## src/rtl/core/s2cd_pkg.sv

```systemverilog
// Shared types and constants for the seconds to calendar date unit.
package s2cd_pkg;

    localparam int unsigned SecsPerDay  = 86400;
    localparam int unsigned SecsPerHour = 3600;
    localparam int unsigned SecsPerMin  = 60;
    localparam int unsigned Days400y    = 146097;
    localparam int unsigned Days100y    = 36524;
    localparam int unsigned Days4y      = 1461;
    localparam int unsigned Days1y      = 365;
    localparam int unsigned BaseYear    = 2000;

    localparam logic [1:0] CfgZoneHours   = 2'd0;
    localparam logic [1:0] CfgZoneMinutes = 2'd1;
    localparam logic [1:0] CfgEpoch       = 2'd2;

    // datapath steps, one per controller state
    typedef struct packed {
        logic load;
        logic day_step;
        logic div_step;
        logic cyc_step;
        logic finish;
    } t_cmd;

    typedef struct packed {
        logic div_done;
        logic cyc_done;
    } t_status;

    // month lengths from March, leap February last
    function automatic logic [4:0] month_len(input logic [3:0] idx);
        case (idx)
            4'd0, 4'd2, 4'd4, 4'd5, 4'd7, 4'd9, 4'd10: month_len = 5'd31;
            4'd1, 4'd3, 4'd6, 4'd8:                    month_len = 5'd30;
            default:                                   month_len = 5'd29;
        endcase
    endfunction

endpackage

```

## src/rtl/core/s2cd_ctrl.sv

```systemverilog
// Controller state machine for the seconds to calendar date unit.
module s2cd_ctrl
    import s2cd_pkg::*;
(
    input  logic    i_clk,
    input  logic    i_rst_n,
    input  logic    i_in_valid,
    output logic    o_in_ready,
    output logic    o_out_valid,
    input  logic    i_out_ready,
    output t_cmd    o_cmd,
    input  t_status i_status
);

    typedef enum logic [4:0] {
        S_IDLE = 5'b00001,
        S_DAY  = 5'b00010,
        S_DIV  = 5'b00100,
        S_CYC  = 5'b01000,
        S_OUT  = 5'b10000
    } t_state;

    t_state r_state, n_state;
    logic   r_out_valid, n_out_valid;

    assign o_in_ready  = (r_state == S_IDLE);
    assign o_out_valid = r_out_valid;

    always_comb begin
        n_state     = r_state;
        n_out_valid = r_out_valid;
        o_cmd       = '0;
        if (r_out_valid && i_out_ready) begin
            n_out_valid = 1'b0;
        end
        case (r_state)
            S_IDLE: begin
                if (i_in_valid) begin
                    o_cmd.load = 1'b1;
                    n_state    = S_DAY;
                end
            end
            S_DAY: begin
                o_cmd.day_step = 1'b1;
                n_state        = S_DIV;
            end
            S_DIV: begin
                o_cmd.div_step = 1'b1;
                if (i_status.div_done) begin
                    n_state = S_CYC;
                end
            end
            S_CYC: begin
                o_cmd.cyc_step = 1'b1;
                if (i_status.cyc_done) begin
                    n_state = S_OUT;
                end
            end
            S_OUT: begin
                if (!r_out_valid || i_out_ready) begin
                    o_cmd.finish = 1'b1;
                    n_out_valid  = 1'b1;
                    n_state      = S_IDLE;
                end
            end
            default: n_state = S_IDLE;
        endcase
    end

    always_ff @(posedge i_clk) begin
        if (!i_rst_n) begin
            r_state     <= S_IDLE;
            r_out_valid <= 1'b0;
        end else begin
            r_state     <= n_state;
            r_out_valid <= n_out_valid;
        end
    end

    a_valid_hold: assert property (@(posedge i_clk) disable iff (!i_rst_n)
        r_out_valid && !i_out_ready |=> r_out_valid)
        else $error("result dropped while stalled");
    a_finish_free: assert property (@(posedge i_clk) disable iff (!i_rst_n)
        o_cmd.finish |-> (!r_out_valid || i_out_ready))
        else $error("result overwritten");
    a_load_idle: assert property (@(posedge i_clk) disable iff (!i_rst_n)
        o_cmd.load |-> r_state == S_IDLE)
        else $error("load outside idle");

endmodule

```

## src/rtl/core/s2cd_dpath.sv

```systemverilog
// Datapath: zone shift, reciprocal divisions, cycle and month walk.
module s2cd_dpath
    import s2cd_pkg::*;
(
    input  logic        i_clk,
    input  logic [31:0] i_stamp,
    input  logic [4:0]  i_zone_hours,
    input  logic [5:0]  i_zone_minutes,
    input  logic [31:0] i_epoch,
    input  t_cmd        i_cmd,
    output t_status     o_status,
    output logic [11:0] o_year,
    output logic [3:0]  o_month,
    output logic [4:0]  o_day,
    output logic [2:0]  o_weekday,
    output logic [4:0]  o_hours,
    output logic [5:0]  o_minutes,
    output logic [5:0]  o_seconds
);

    // reciprocals: q = (x * M) >> S, exact over each operand range
    localparam logic [25:0] RecipDay  = 26'd50903317;  // (secs >> 7) / 675, S = 35
    localparam logic [17:0] RecipHour = 18'd149131;    // tod / 3600, S = 29
    localparam logic [12:0] RecipMin  = 13'd4370;      // x < 3600, / 60, S = 18
    localparam logic [16:0] RecipWeek = 17'd74899;     // x < 2^16, / 7, S = 19

    // division steps 0..6, each a multiply, a subtract or both
    logic [31:0] r_secs;
    logic [2:0]  r_step;
    logic [50:0] r_prod;
    logic [15:0] r_days;
    logic [31:0] r_dsec;      // days * 86400
    logic [32:0] r_wprod;
    logic [16:0] r_tod;       // seconds of the day
    logic [34:0] r_hprod;
    logic [11:0] r_hsec;      // seconds within the hour
    logic [24:0] r_mprod;
    logic [4:0]  r_hours;
    logic [5:0]  r_minutes;
    logic [5:0]  r_seconds;
    logic [15:0] w_days;
    logic [15:0] w_wx;
    logic [13:0] w_wq;
    logic [4:0]  w_hr;
    logic [5:0]  w_mn;

    // cycle walk: phase 0..3 = 400y,100y,4y,1y(repeat subtract), 4 = months
    logic [2:0]  r_phase;
    logic [15:0] r_drem;
    logic [4:0]  r_cnt;
    logic [7:0]  r_years;
    logic [3:0]  r_mon;
    logic [2:0]  r_wd;
    logic [15:0] w_unit;
    logic [4:0]  w_cap;
    logic [6:0]  w_mul;
    logic [31:0] w_zone;
    logic signed [31:0] w_hrs;

    assign w_hrs  = 32'(signed'(i_zone_hours)) * 32'sd3600;
    assign w_zone = 32'(w_hrs) + 32'(i_zone_minutes) * 32'(SecsPerMin);

    assign w_days = r_prod[50:35];
    assign w_wx   = r_days + 16'd3;
    assign w_wq   = r_wprod[32:19];
    assign w_hr   = r_hprod[33:29];
    assign w_mn   = r_mprod[23:18];

    always_comb begin
        w_unit = 16'(Days1y);
        w_cap  = 5'd3;
        w_mul  = 7'd1;
        case (r_phase)
            3'd0: begin w_unit = 16'hFFFF; w_cap = 5'd0; w_mul = 7'd0; end
            3'd1: begin w_unit = 16'(Days100y); w_cap = 5'd3; w_mul = 7'd100; end
            3'd2: begin w_unit = 16'(Days4y); w_cap = 5'd24; w_mul = 7'd4; end
            default: ;
        endcase
    end

    assign o_status.div_done = (r_step == 3'd6);
    assign o_status.cyc_done = (r_phase == 3'd4) &&
        (r_mon == 4'd11 || r_drem < 16'(month_len(r_mon)));

    always_ff @(posedge i_clk) begin
        if (i_cmd.load) begin
            r_secs <= i_stamp + w_zone;
        end
        if (i_cmd.day_step) begin
            r_secs <= r_secs - i_epoch;
            r_step <= '0;
        end
        if (i_cmd.div_step) begin
            r_step  <= r_step + 3'd1;
            r_phase <= '0;
            case (r_step)
                3'd0: r_prod <= 51'(r_secs[31:7]) * 51'(RecipDay);
                3'd1: begin
                    r_days <= w_days;
                    r_dsec <= 32'(w_days) * 32'(SecsPerDay);
                end
                3'd2: begin
                    r_tod   <= 17'(r_secs - r_dsec);
                    r_wprod <= 33'(w_wx) * 33'(RecipWeek);
                end
                3'd3: begin
                    r_hprod <= 35'(r_tod) * 35'(RecipHour);
                    r_wd    <= 3'(w_wx - 16'(w_wq) * 16'd7);
                end
                3'd4: begin
                    r_hours <= w_hr;
                    r_hsec  <= 12'(r_tod - 17'(w_hr) * 17'(SecsPerHour));
                end
                3'd5: r_mprod <= 25'(r_hsec) * 25'(RecipMin);
                3'd6: begin
                    r_minutes <= w_mn;
                    r_seconds <= 6'(r_hsec - 12'(w_mn) * 12'd60);
                end
                default: ;
            endcase
        end
        if (i_cmd.cyc_step) begin
            if (r_phase == 3'd0) begin
                // days < 49711 < 146097, so no full 400-year cycle
                r_drem  <= r_days;
                r_cnt   <= '0;
                r_years <= '0;
                r_mon   <= '0;
                r_phase <= 3'd1;
            end else if (r_phase == 3'd4) begin
                if (!o_status.cyc_done) begin
                    r_drem <= r_drem - 16'(month_len(r_mon));
                    r_mon  <= r_mon + 4'd1;
                end
            end else if (r_drem >= w_unit && r_cnt != w_cap) begin
                r_drem  <= r_drem - w_unit;
                r_cnt   <= r_cnt + 5'd1;
                r_years <= r_years + 8'(w_mul);
            end else begin
                r_cnt   <= '0;
                r_phase <= r_phase + 3'd1;
            end
        end
        if (i_cmd.finish) begin
            o_year    <= 12'(BaseYear) + 12'(r_years) + ((r_mon >= 4'd10) ? 12'd1 : 12'd0);
            o_month   <= (r_mon >= 4'd10) ? r_mon - 4'd9 : r_mon + 4'd3;
            o_day     <= 5'(r_drem) + 5'd1;
            o_weekday <= r_wd;
            o_hours   <= r_hours;
            o_minutes <= r_minutes;
            o_seconds <= r_seconds;
        end
    end

endmodule

```

## src/rtl/core/seconds_to_calendar_date_unit.sv

```systemverilog
// Top level of the seconds to calendar date unit.
// From the accepting edge to valid: the epoch subtract, 7 reciprocal divide steps, the
// cycle walk (century, four-year, year and month subtracts), then the output state.
// The four-year subtract walk sets most of the spread. A new word is taken only in idle,
// after the last has reached the result register, which frees input while it waits; a
// result still untaken when the next walk ends stalls that word in its output state.
// Reset (synchronous, active low): zone 0h 0m, epoch 3160857600, no result.
module seconds_to_calendar_date_unit
    import s2cd_pkg::*;
(
    input  logic        i_clk,
    input  logic        i_rst_n,
    input  logic        i_cfg_we,
    input  logic [1:0]  i_cfg_index,
    input  logic [31:0] i_cfg_data,
    input  logic        i_in_valid,
    output logic        o_in_ready,
    input  logic [31:0] i_stamp_seconds,
    output logic        o_out_valid,
    input  logic        i_out_ready,
    output logic [11:0] o_year,
    output logic [3:0]  o_month,
    output logic [4:0]  o_day_of_month,
    output logic [2:0]  o_weekday,
    output logic [4:0]  o_hours,
    output logic [5:0]  o_minutes,
    output logic [5:0]  o_seconds
);

    logic [4:0]  r_zone_hours;
    logic [5:0]  r_zone_minutes;
    logic [31:0] r_epoch;
    t_cmd        w_cmd;
    t_status     w_status;

    // config registers; index 3 is ignored
    always_ff @(posedge i_clk) begin
        if (!i_rst_n) begin
            r_zone_hours   <= '0;
            r_zone_minutes <= '0;
            r_epoch        <= 32'd3160857600;
        end else if (i_cfg_we) begin
            case (i_cfg_index)
                CfgZoneHours:   r_zone_hours   <= i_cfg_data[4:0];
                CfgZoneMinutes: r_zone_minutes <= i_cfg_data[5:0];
                CfgEpoch:       r_epoch        <= i_cfg_data;
                default: ;
            endcase
        end
    end

    s2cd_ctrl u_ctrl (
        .i_clk       (i_clk),
        .i_rst_n     (i_rst_n),
        .i_in_valid  (i_in_valid),
        .o_in_ready  (o_in_ready),
        .o_out_valid (o_out_valid),
        .i_out_ready (i_out_ready),
        .o_cmd       (w_cmd),
        .i_status    (w_status)
    );

    s2cd_dpath u_dpath (
        .i_clk          (i_clk),
        .i_stamp        (i_stamp_seconds),
        .i_zone_hours   (r_zone_hours),
        .i_zone_minutes (r_zone_minutes),
        .i_epoch        (r_epoch),
        .i_cmd          (w_cmd),
        .o_status       (w_status),
        .o_year         (o_year),
        .o_month        (o_month),
        .o_day          (o_day_of_month),
        .o_weekday      (o_weekday),
        .o_hours        (o_hours),
        .o_minutes      (o_minutes),
        .o_seconds      (o_seconds)
    );

endmodule

```

## config.mk

```make
export PLATFORM = sky130hd
export DESIGN_NAME = seconds_to_calendar_date_unit
export DESIGN_NICKNAME = d
export VERILOG_FILES = /design/src/rtl/core/s2cd_pkg.sv /design/src/rtl/core/s2cd_ctrl.sv /design/src/rtl/core/s2cd_dpath.sv /design/src/rtl/core/seconds_to_calendar_date_unit.sv
export SDC_FILE = /design/constraint.sdc
export NUM_CORES = 2
export LEC_CHECK = 0
export BUFFER_PORTS_ARGS = -buffer_cell sky130_fd_sc_hd__buf_4
export CAP_MARGIN = 20
export CORE_MARGIN = 8
export CORE_UTILIZATION = 40
export DETAILED_ROUTE_END_ITERATION = 16
export RECOVER_POWER = 100
export SETUP_SLACK_MARGIN = 0.4
export SLEW_MARGIN = 20
export SYNTH_ARGS = -nofsm -noshare
export SYNTH_HDL_FRONTEND = slang
export SYNTH_SLANG_ARGS = --single-unit
```

## constraint.sdc

```tcl
create_clock -name i_clk -period 9.3 [get_ports i_clk]
set_clock_uncertainty 0.2 [all_clocks]
set_input_delay 1.86 -clock i_clk [delete_from_list [all_inputs] [get_ports i_clk]]
set_output_delay 1.86 -clock i_clk [all_outputs]
set_load 0.01 [all_outputs]
```

== After elaboration in Yosys (flattened, before gate mapping) ==
Memories as Yosys holds them, arrays and structs flattened. A register that Yosys moved wholly into a read port is not among the register bits.
Index checks and enable logic that the tools add are counted.

* Register bits after elaboration: 377
* ROM bits: 64
* Input bits: 71
* Word-level logic and storage cells: 167
* Memories kept: 2

* $add $sub $neg: 20
* Multipliers: 10
* Order comparisons: 3
* Equality and inequality tests: 25
* Mux-type cells: 47
* Reductions and logical operators: 29

{| class="wikitable"
|+ Memories
! name !! depth !! width !! rd ports !! clocked after Yosys merged registers in !! write ports !! RTL line !! text
|-
| (no name shown) || 16 || 2 || 1 || 1 || 0 || s2cd_pkg.sv:33 || <nowiki>case (idx)</nowiki>
|-
| (no name shown) || 16 || 2 || 1 || 1 || 0 || s2cd_pkg.sv:33 ||
|}

{| class="wikitable"
|+ Operator list
! kind !! number
|-
| 16-bit two-way mux || 4
|-
| 32-bit two-way mux || 2
|-
| 25-bit by 26-bit multiplier with 51-bit output, second input constant || 1
|-
| 5-bit two-way mux || 10
|-
| 16-bit case mux with 3 select lines || 1
|-
| 17-bit by 18-bit multiplier with 34-bit output, second input constant || 1
|-
| 16-bit by 17-bit multiplier with 33-bit output, second input constant || 1
|-
| 32-bit by 12-bit adder with 32-bit output || 1
|-
| 32-bit adder || 1
|-
| 32-bit subtractor || 1
|-
| 4-bit two-way mux || 7
|-
| 5-bit case mux with 5 select lines || 1
|-
| 12-bit by 12-bit multiplier with 23-bit output, second input constant || 1
|-
| 2-bit AND reduction || 11
|-
| 3-bit two-way mux || 7
|-
| 7-bit case mux with 3 select lines || 1
|-
| 17-bit subtractor || 1
|-
| 16-bit by 2-bit adder with 16-bit output, second input constant || 1
|-
| 16-bit greater-or-equal comparator || 1
|-
| 16-bit by 5-bit < comparator with 1-bit output || 1
|-
| 16-bit by 10-bit multiplier with 10-bit output, second input constant || 1
|-
| 8-bit two-way mux || 2
|-
| 16-bit subtractor || 1
|-
| 16-bit by 5-bit subtractor with 16-bit output || 1
|-
| 43 further kinds || 74
|}

== Logic depth before layout (Yosys ltp) ==
* Depth in word-level cells: 11
* Gate-level depth with buffers: 25
* Gate-level depth less buffers: 25

== Hierarchy ==
From an unflattened synthesis, not the netlist that was laid out.

* Cell total of the unflattened synthesis: 3,382
* Area, all modules: 34,663.2 um^2

{| class="wikitable"
|+ By module, submodules not included
! module !! instances !! cells each !! area each (um^2) !! sequential area each (um^2)
|-
| s2cd_dpath || 1 || 3,161 || 32,596.3 || 6,496.2
|-
| seconds_to_calendar_date_unit || 1 || 181 || 1,734.2 || 860.8
|-
| s2cd_ctrl || 1 || 40 || 332.8 || 120.1
|}

== Least setup slack after synthesis ==
OpenSTA, ideal clock, no wires.

* Kind: reg2reg
* From: register u_dpath.r_days[0]
* To: register u_dpath.r_wprod[21] (data pin)
* Setup time: 262 ps
* Arrival time: 6,062 ps
* Required time: 8,838 ps
* Setup slack: 2,776 ps
* Stages on the path, launching flop included: 25
* Buffers on the path: 0
* Cells stage by stage: edfxtp_1 -> inv_1 -> ha_1 -> nor2_1 -> and3_1 -> and3_1 -> and3_1 -> xor2_1 -> inv_1 -> ha_1 -> ha_1 -> or2_2 -> fa_1 -> inv_1 -> fa_1 -> inv_1 -> fa_1 -> fa_1 -> ha_1 -> or4_1 -> a21oi_1 -> o21ai_0 -> a2111oi_0 -> nor3_1 -> xnor2_1

* Longest elaborated chain between the ends: 2

{| class="wikitable"
|+ RTL lines
! what !! RTL line !! text
|-
| start: declaration || s2cd_dpath.sv:31 || <nowiki>logic [15:0] r_days;</nowiki>
|-
| start signal: assignment || s2cd_dpath.sv:99 || <nowiki>r_days <= w_days;</nowiki>
|-
| 16-bit by 2-bit adder with 16-bit output || s2cd_dpath.sv:64 || <nowiki>assign w_wx = r_days + 16'd3;</nowiki>
|-
| 16-bit by 17-bit multiplier with 33-bit output || s2cd_dpath.sv:104 || <nowiki>r_wprod <= 33'(w_wx) * 33'(RecipWeek);</nowiki>
|-
| end signal: assignment || s2cd_dpath.sv:104 ||
|-
| end: declaration || s2cd_dpath.sv:33 || <nowiki>logic [32:0] r_wprod;</nowiki>
|}

No other way between the ends.
A chain may end at the register's enable or synchronous reset.

== Worst setup path in the final report ==
* From: register r_zone_hours[4]
* To: register u_dpath.r_secs[29] (data pin)

* Longest elaborated chain between the ends: 5

{| class="wikitable"
|+ RTL lines
! what !! RTL line !! text
|-
| start: declaration || seconds_to_calendar_date_unit.sv:30 || <nowiki>logic [4:0] r_zone_hours;</nowiki>
|-
| start signal: assignment || seconds_to_calendar_date_unit.sv:44 || <nowiki>CfgZoneHours: r_zone_hours <= i_cfg_data[4:0];</nowiki>
|-
| 5-bit by 9-bit multiplier with 14-bit output || s2cd_dpath.sv:60 || <nowiki>assign w_hrs = 32'(signed'(i_zone_hours)) * 32'sd3600;</nowiki>
|-
| 32-bit by 12-bit adder with 32-bit output || s2cd_dpath.sv:61 || <nowiki>assign w_zone = 32'(w_hrs) + 32'(i_zone_minutes) * 32'(SecsPerMin);</nowiki>
|-
| 32-bit adder || s2cd_dpath.sv:87 || <nowiki>r_secs <= i_stamp + w_zone;</nowiki>
|-
| 32-bit two-way mux || s2cd_dpath.sv:86 || <nowiki>if (i_cmd.load) begin</nowiki>
|-
| 32-bit two-way mux || s2cd_dpath.sv:89 || <nowiki>if (i_cmd.day_step) begin</nowiki>
|-
| end signal: assignment || s2cd_dpath.sv:87 ||
|-
| end signal: assignment || s2cd_dpath.sv:90 || <nowiki>r_secs <= r_secs - i_epoch;</nowiki>
|-
| end: declaration || s2cd_dpath.sv:28 || <nowiki>logic [31:0] r_secs;</nowiki>
|}

No other way between the ends. The select of a mux whose other input is x is not followed.

==> key figures <==
Outcome
  – Status: finished, violations left
  – Failing checks: capacitance limit, slew limit

Hold path
  – Hold Crit Class: flip-flop to flip-flop
  – Hold_sp: u_dpath.r_wd[0]

Global route
  – Antenna violations before repair: 0
  – Largest net degree at the start of global routing: 50
  – Remaining global-route overflow: 0
  – Vias in the first global route: 23,500
  – GRT Total Usage: 15.7%
  – First-pass GRT wire length: 121,000 um

Clock network
  – CTS resizes: 0
  – TritonCTS Buffers: 37
  – Reg clk slew, reported paths: roughly 0.060 ns
  – CTS Root Cell: clkbuf_16
  – H-tree levels: 2
  – CTS tree: built
  – CTS hold repair buffers: 0
  – Num Clock Sinks: 267
  – Clk_lat worst skew: 0.56 ns
  – Post-CTS setup buffers: 0
  – Max clock buf depth: 3

Placement
  – Placer Congestion: 0.858
  – Post-DP HPWL: 62,000 um
  – I/O Buffers: ~110
  – Post-Place Setup Slack: 2.05 ns

Synthesis
  – Count of cell types in the netlist: between 70 and 80
  – Top cells by area, synth: ha_1 (28%), fa_1 (19%), edfxtp_1 (19%)
  – Synth area leader: ha_1
  – Synth Instances: about 3,400
  – Top-area cell type share of the netlist area: between 20% and 30%
  – Post-Syn Area: about 0.034 sq mm
  – Synth Net Count: roughly 4,600
  – Post-synth top cells: ha_1 (774), inv_1 (754), fa_1 (331), edfxtp_1 (213), nand2_1 (161)
  – Post-synth ARST share: 0%
  – Post-synth EDFFs: 213
  – Warnings from Yosys: 0
  – Post-synthesis register bit count: 267
  – Register area share after synthesis: 21.8%
  – Syn avg cell area: 10.2 sq um
  – Main synth FF type: edfxtp_1
  – Count leader, synth: ha_1

Worst setup path
  – Cell breakdown of the critical path: fa_1 > inv_1 > fa_1 > fa_1 > inv_1 > fa_1 > a21oi_1 > nor2_1 > nor2_1 > nor2_1 > or3_1 > o31ai_2 > clkbuf_1 > ha_1 > ha_1 > and4_1 > and3_1 > a22oi_1 > o21ai_0 > a2111oi_0 > nor4_1 > or3_1 > o21ai_0
  – Reg2reg start: r_zone_hours[4]
  – CP Max Fanout: 15
  – Most frequent CP cell: fa_1
  – Flop2flop setup slack: 1.68 ns
  – CP Launch Type: flip-flop
  – CP peak stage delay: about 0.8 ns
  – Setup crit start: r_zone_hours[4]
  – Max stage delay cell, worst path: a2111oi_0
  – CP arrival: 7.78 ns
  – Crit Path Class: flip-flop to flip-flop
  – Critical Path RT: 9.45 ns
  – Critical Path Sink Type: flip-flop

Die
  – Rows: 107
  – DIE AREA: 0.0955 sq mm
  – Die span in x: 309 um
  – Core Box Area: about 0.085 sq mm
  – Num ports: 114
  – Die H: 309 um
  – Initial Util: 40.4%

Drt
  – Drt drc: 0
  – Wire per inst: between 15 and 20 um
  – Drt first pass iters: 5
  – DR vias/cell: 4.86
  – DR vias: 22,800
  – DR iter-0 viols: 1,007
  – Routed WL: 74,200 um
  – Final antenna-violating net count: 0

Layout
  – Synthesis-to-finish area growth: 9.71%
  – Area of the multi-input gates: 0.0239 sq mm
  – FF/Latch Area: 0.00748 sq mm
  – Layout filler cell count: 8,196
  – Final-stage net count: 4,687
  – Ant diodes: 0
  – Layout cells sized above 1: 4.52%

Timing
  – Max-slew headroom: -80.1%
  – Slew Limit Fails: roughly 140
  – Fmax: roughly 130 MHz
  – Final setup margin: approximately 1.7 ns
  – Worst-margin pin slew: 2.70 ns
  – Crit share post-route: between 80 and 90%
  – Final hold viol count: 0
  – Setup-failing EPs final: 0
  – Setup TNS: 0 ns
  – RSZ-0062 raised after global routing: no
  – Final min period: 7.62 ns

Job
  – Max-Cap Viols: 4
-- layer usage --
metal / up-vias / track usage [%] / part of all wire (%)
met1: 10800 / 21.5 / 48
met4: 0 / 3.29 / 1.7
li1: 11500 / - / -
met5: - / 0 / 0
met2: 318 / 26.3 / 46
met3: 74 / 2.38 / 4.0
-- registers in the layout, summed over array words and instances (netlist names), 6 cells and up, named ones only --
| signal | cells |
|---|---|
| r_epoch | 32 |
| r_zone_minutes | 6 |
| u_dpath.o_minutes | 6 |
| u_dpath.o_seconds | 6 |
| u_dpath.o_year | 12 |
| u_dpath.r_days | 16 |
| u_dpath.r_drem | 16 |
| u_dpath.r_dsec | 9 |
| u_dpath.r_hsec | 12 |
| u_dpath.r_minutes | 6 |
| u_dpath.r_mprod | 6 |
| u_dpath.r_prod | 16 |
| u_dpath.r_seconds | 6 |
| u_dpath.r_secs | 32 |
| u_dpath.r_tod | 17 |
| u_dpath.r_years | 8 |
-- final timing paths --
check | cells past startpoint | to
max | 23 | u_dpath.r_secs[29]
min | 0 | u_dpath.o_weekday[0]
max reg2reg | 23 | u_dpath.r_secs[29]
min reg2reg | 0 | u_dpath.o_weekday[0]
-- critical path, delay by kind of cell, from the launching register on --
family | cells | cell delay (ns)
compound gates | 6 | 1.66
buf+inv | 3 | 0.77
fa+ha+maj | 6 | 2.66
simple gates | 8 | 1.54
flops | 1 | 0.55
-- metrics by stage --
stage	cells	util, %	hold slack (ns)	cell area, sq um
global route	4684	44.3	0.218	37700
global placement	4614	43.0	0.201	36600
CTS	4683	44.6	0.216	38000
detailed placement	4615	43.0	0.205	36600
finish	4684	44.3	0.211	37700
floorplan	3380	-	0.200	34400
-- cell type report --
type | count | area share [%]
Multi-Input combinational cell | 2325 | 63.3
Sequential cell | 267 | 19.8
Inverter | 754 | 7.51
Tap cell | 1144 | 3.80
Clock buffer | 46 | 2.76
Timing Repair Buffer | 126 | 2.03
Clock inverter | 22 | 0.750
-- logic make-up after synthesis --
family,count (synthesis),share of synthesized area [%]
muxes,17,0.513
buffers and inverters,788,8.64
xor gates and xnor gates,195,4.97
DFF,267,21.8
AOI/OAI and AO/OA,498,9.34
adders and majority gates,1105,47.5
and+or+nand+nor,510,7.30
-- placed cells by master (no fill, tap or decap), types with 19 or more instances in the layout --
master       n
xnor2_1    125
nor3_1      29
a21boi_0    25
edfxtp_1   213
fa_1       331
inv_1      754
nand3_1     42
o21a_1      19
dfxtp_1     54
buf_4       74
and3_1      28
clkbuf_1    52
nand2b_1    32
a21oi_1    146
nand2_1    161
o21ai_0    100
ha_1       774
a31oi_1     20
nor2b_1     33
a21o_1      62
xor2_1      70
clkbuf_16   39
nor2_1     107
o211ai_1    33
Power is not shown: default switching activity piles up to over one toggle a cycle in this logic, so the estimate is an artifact.
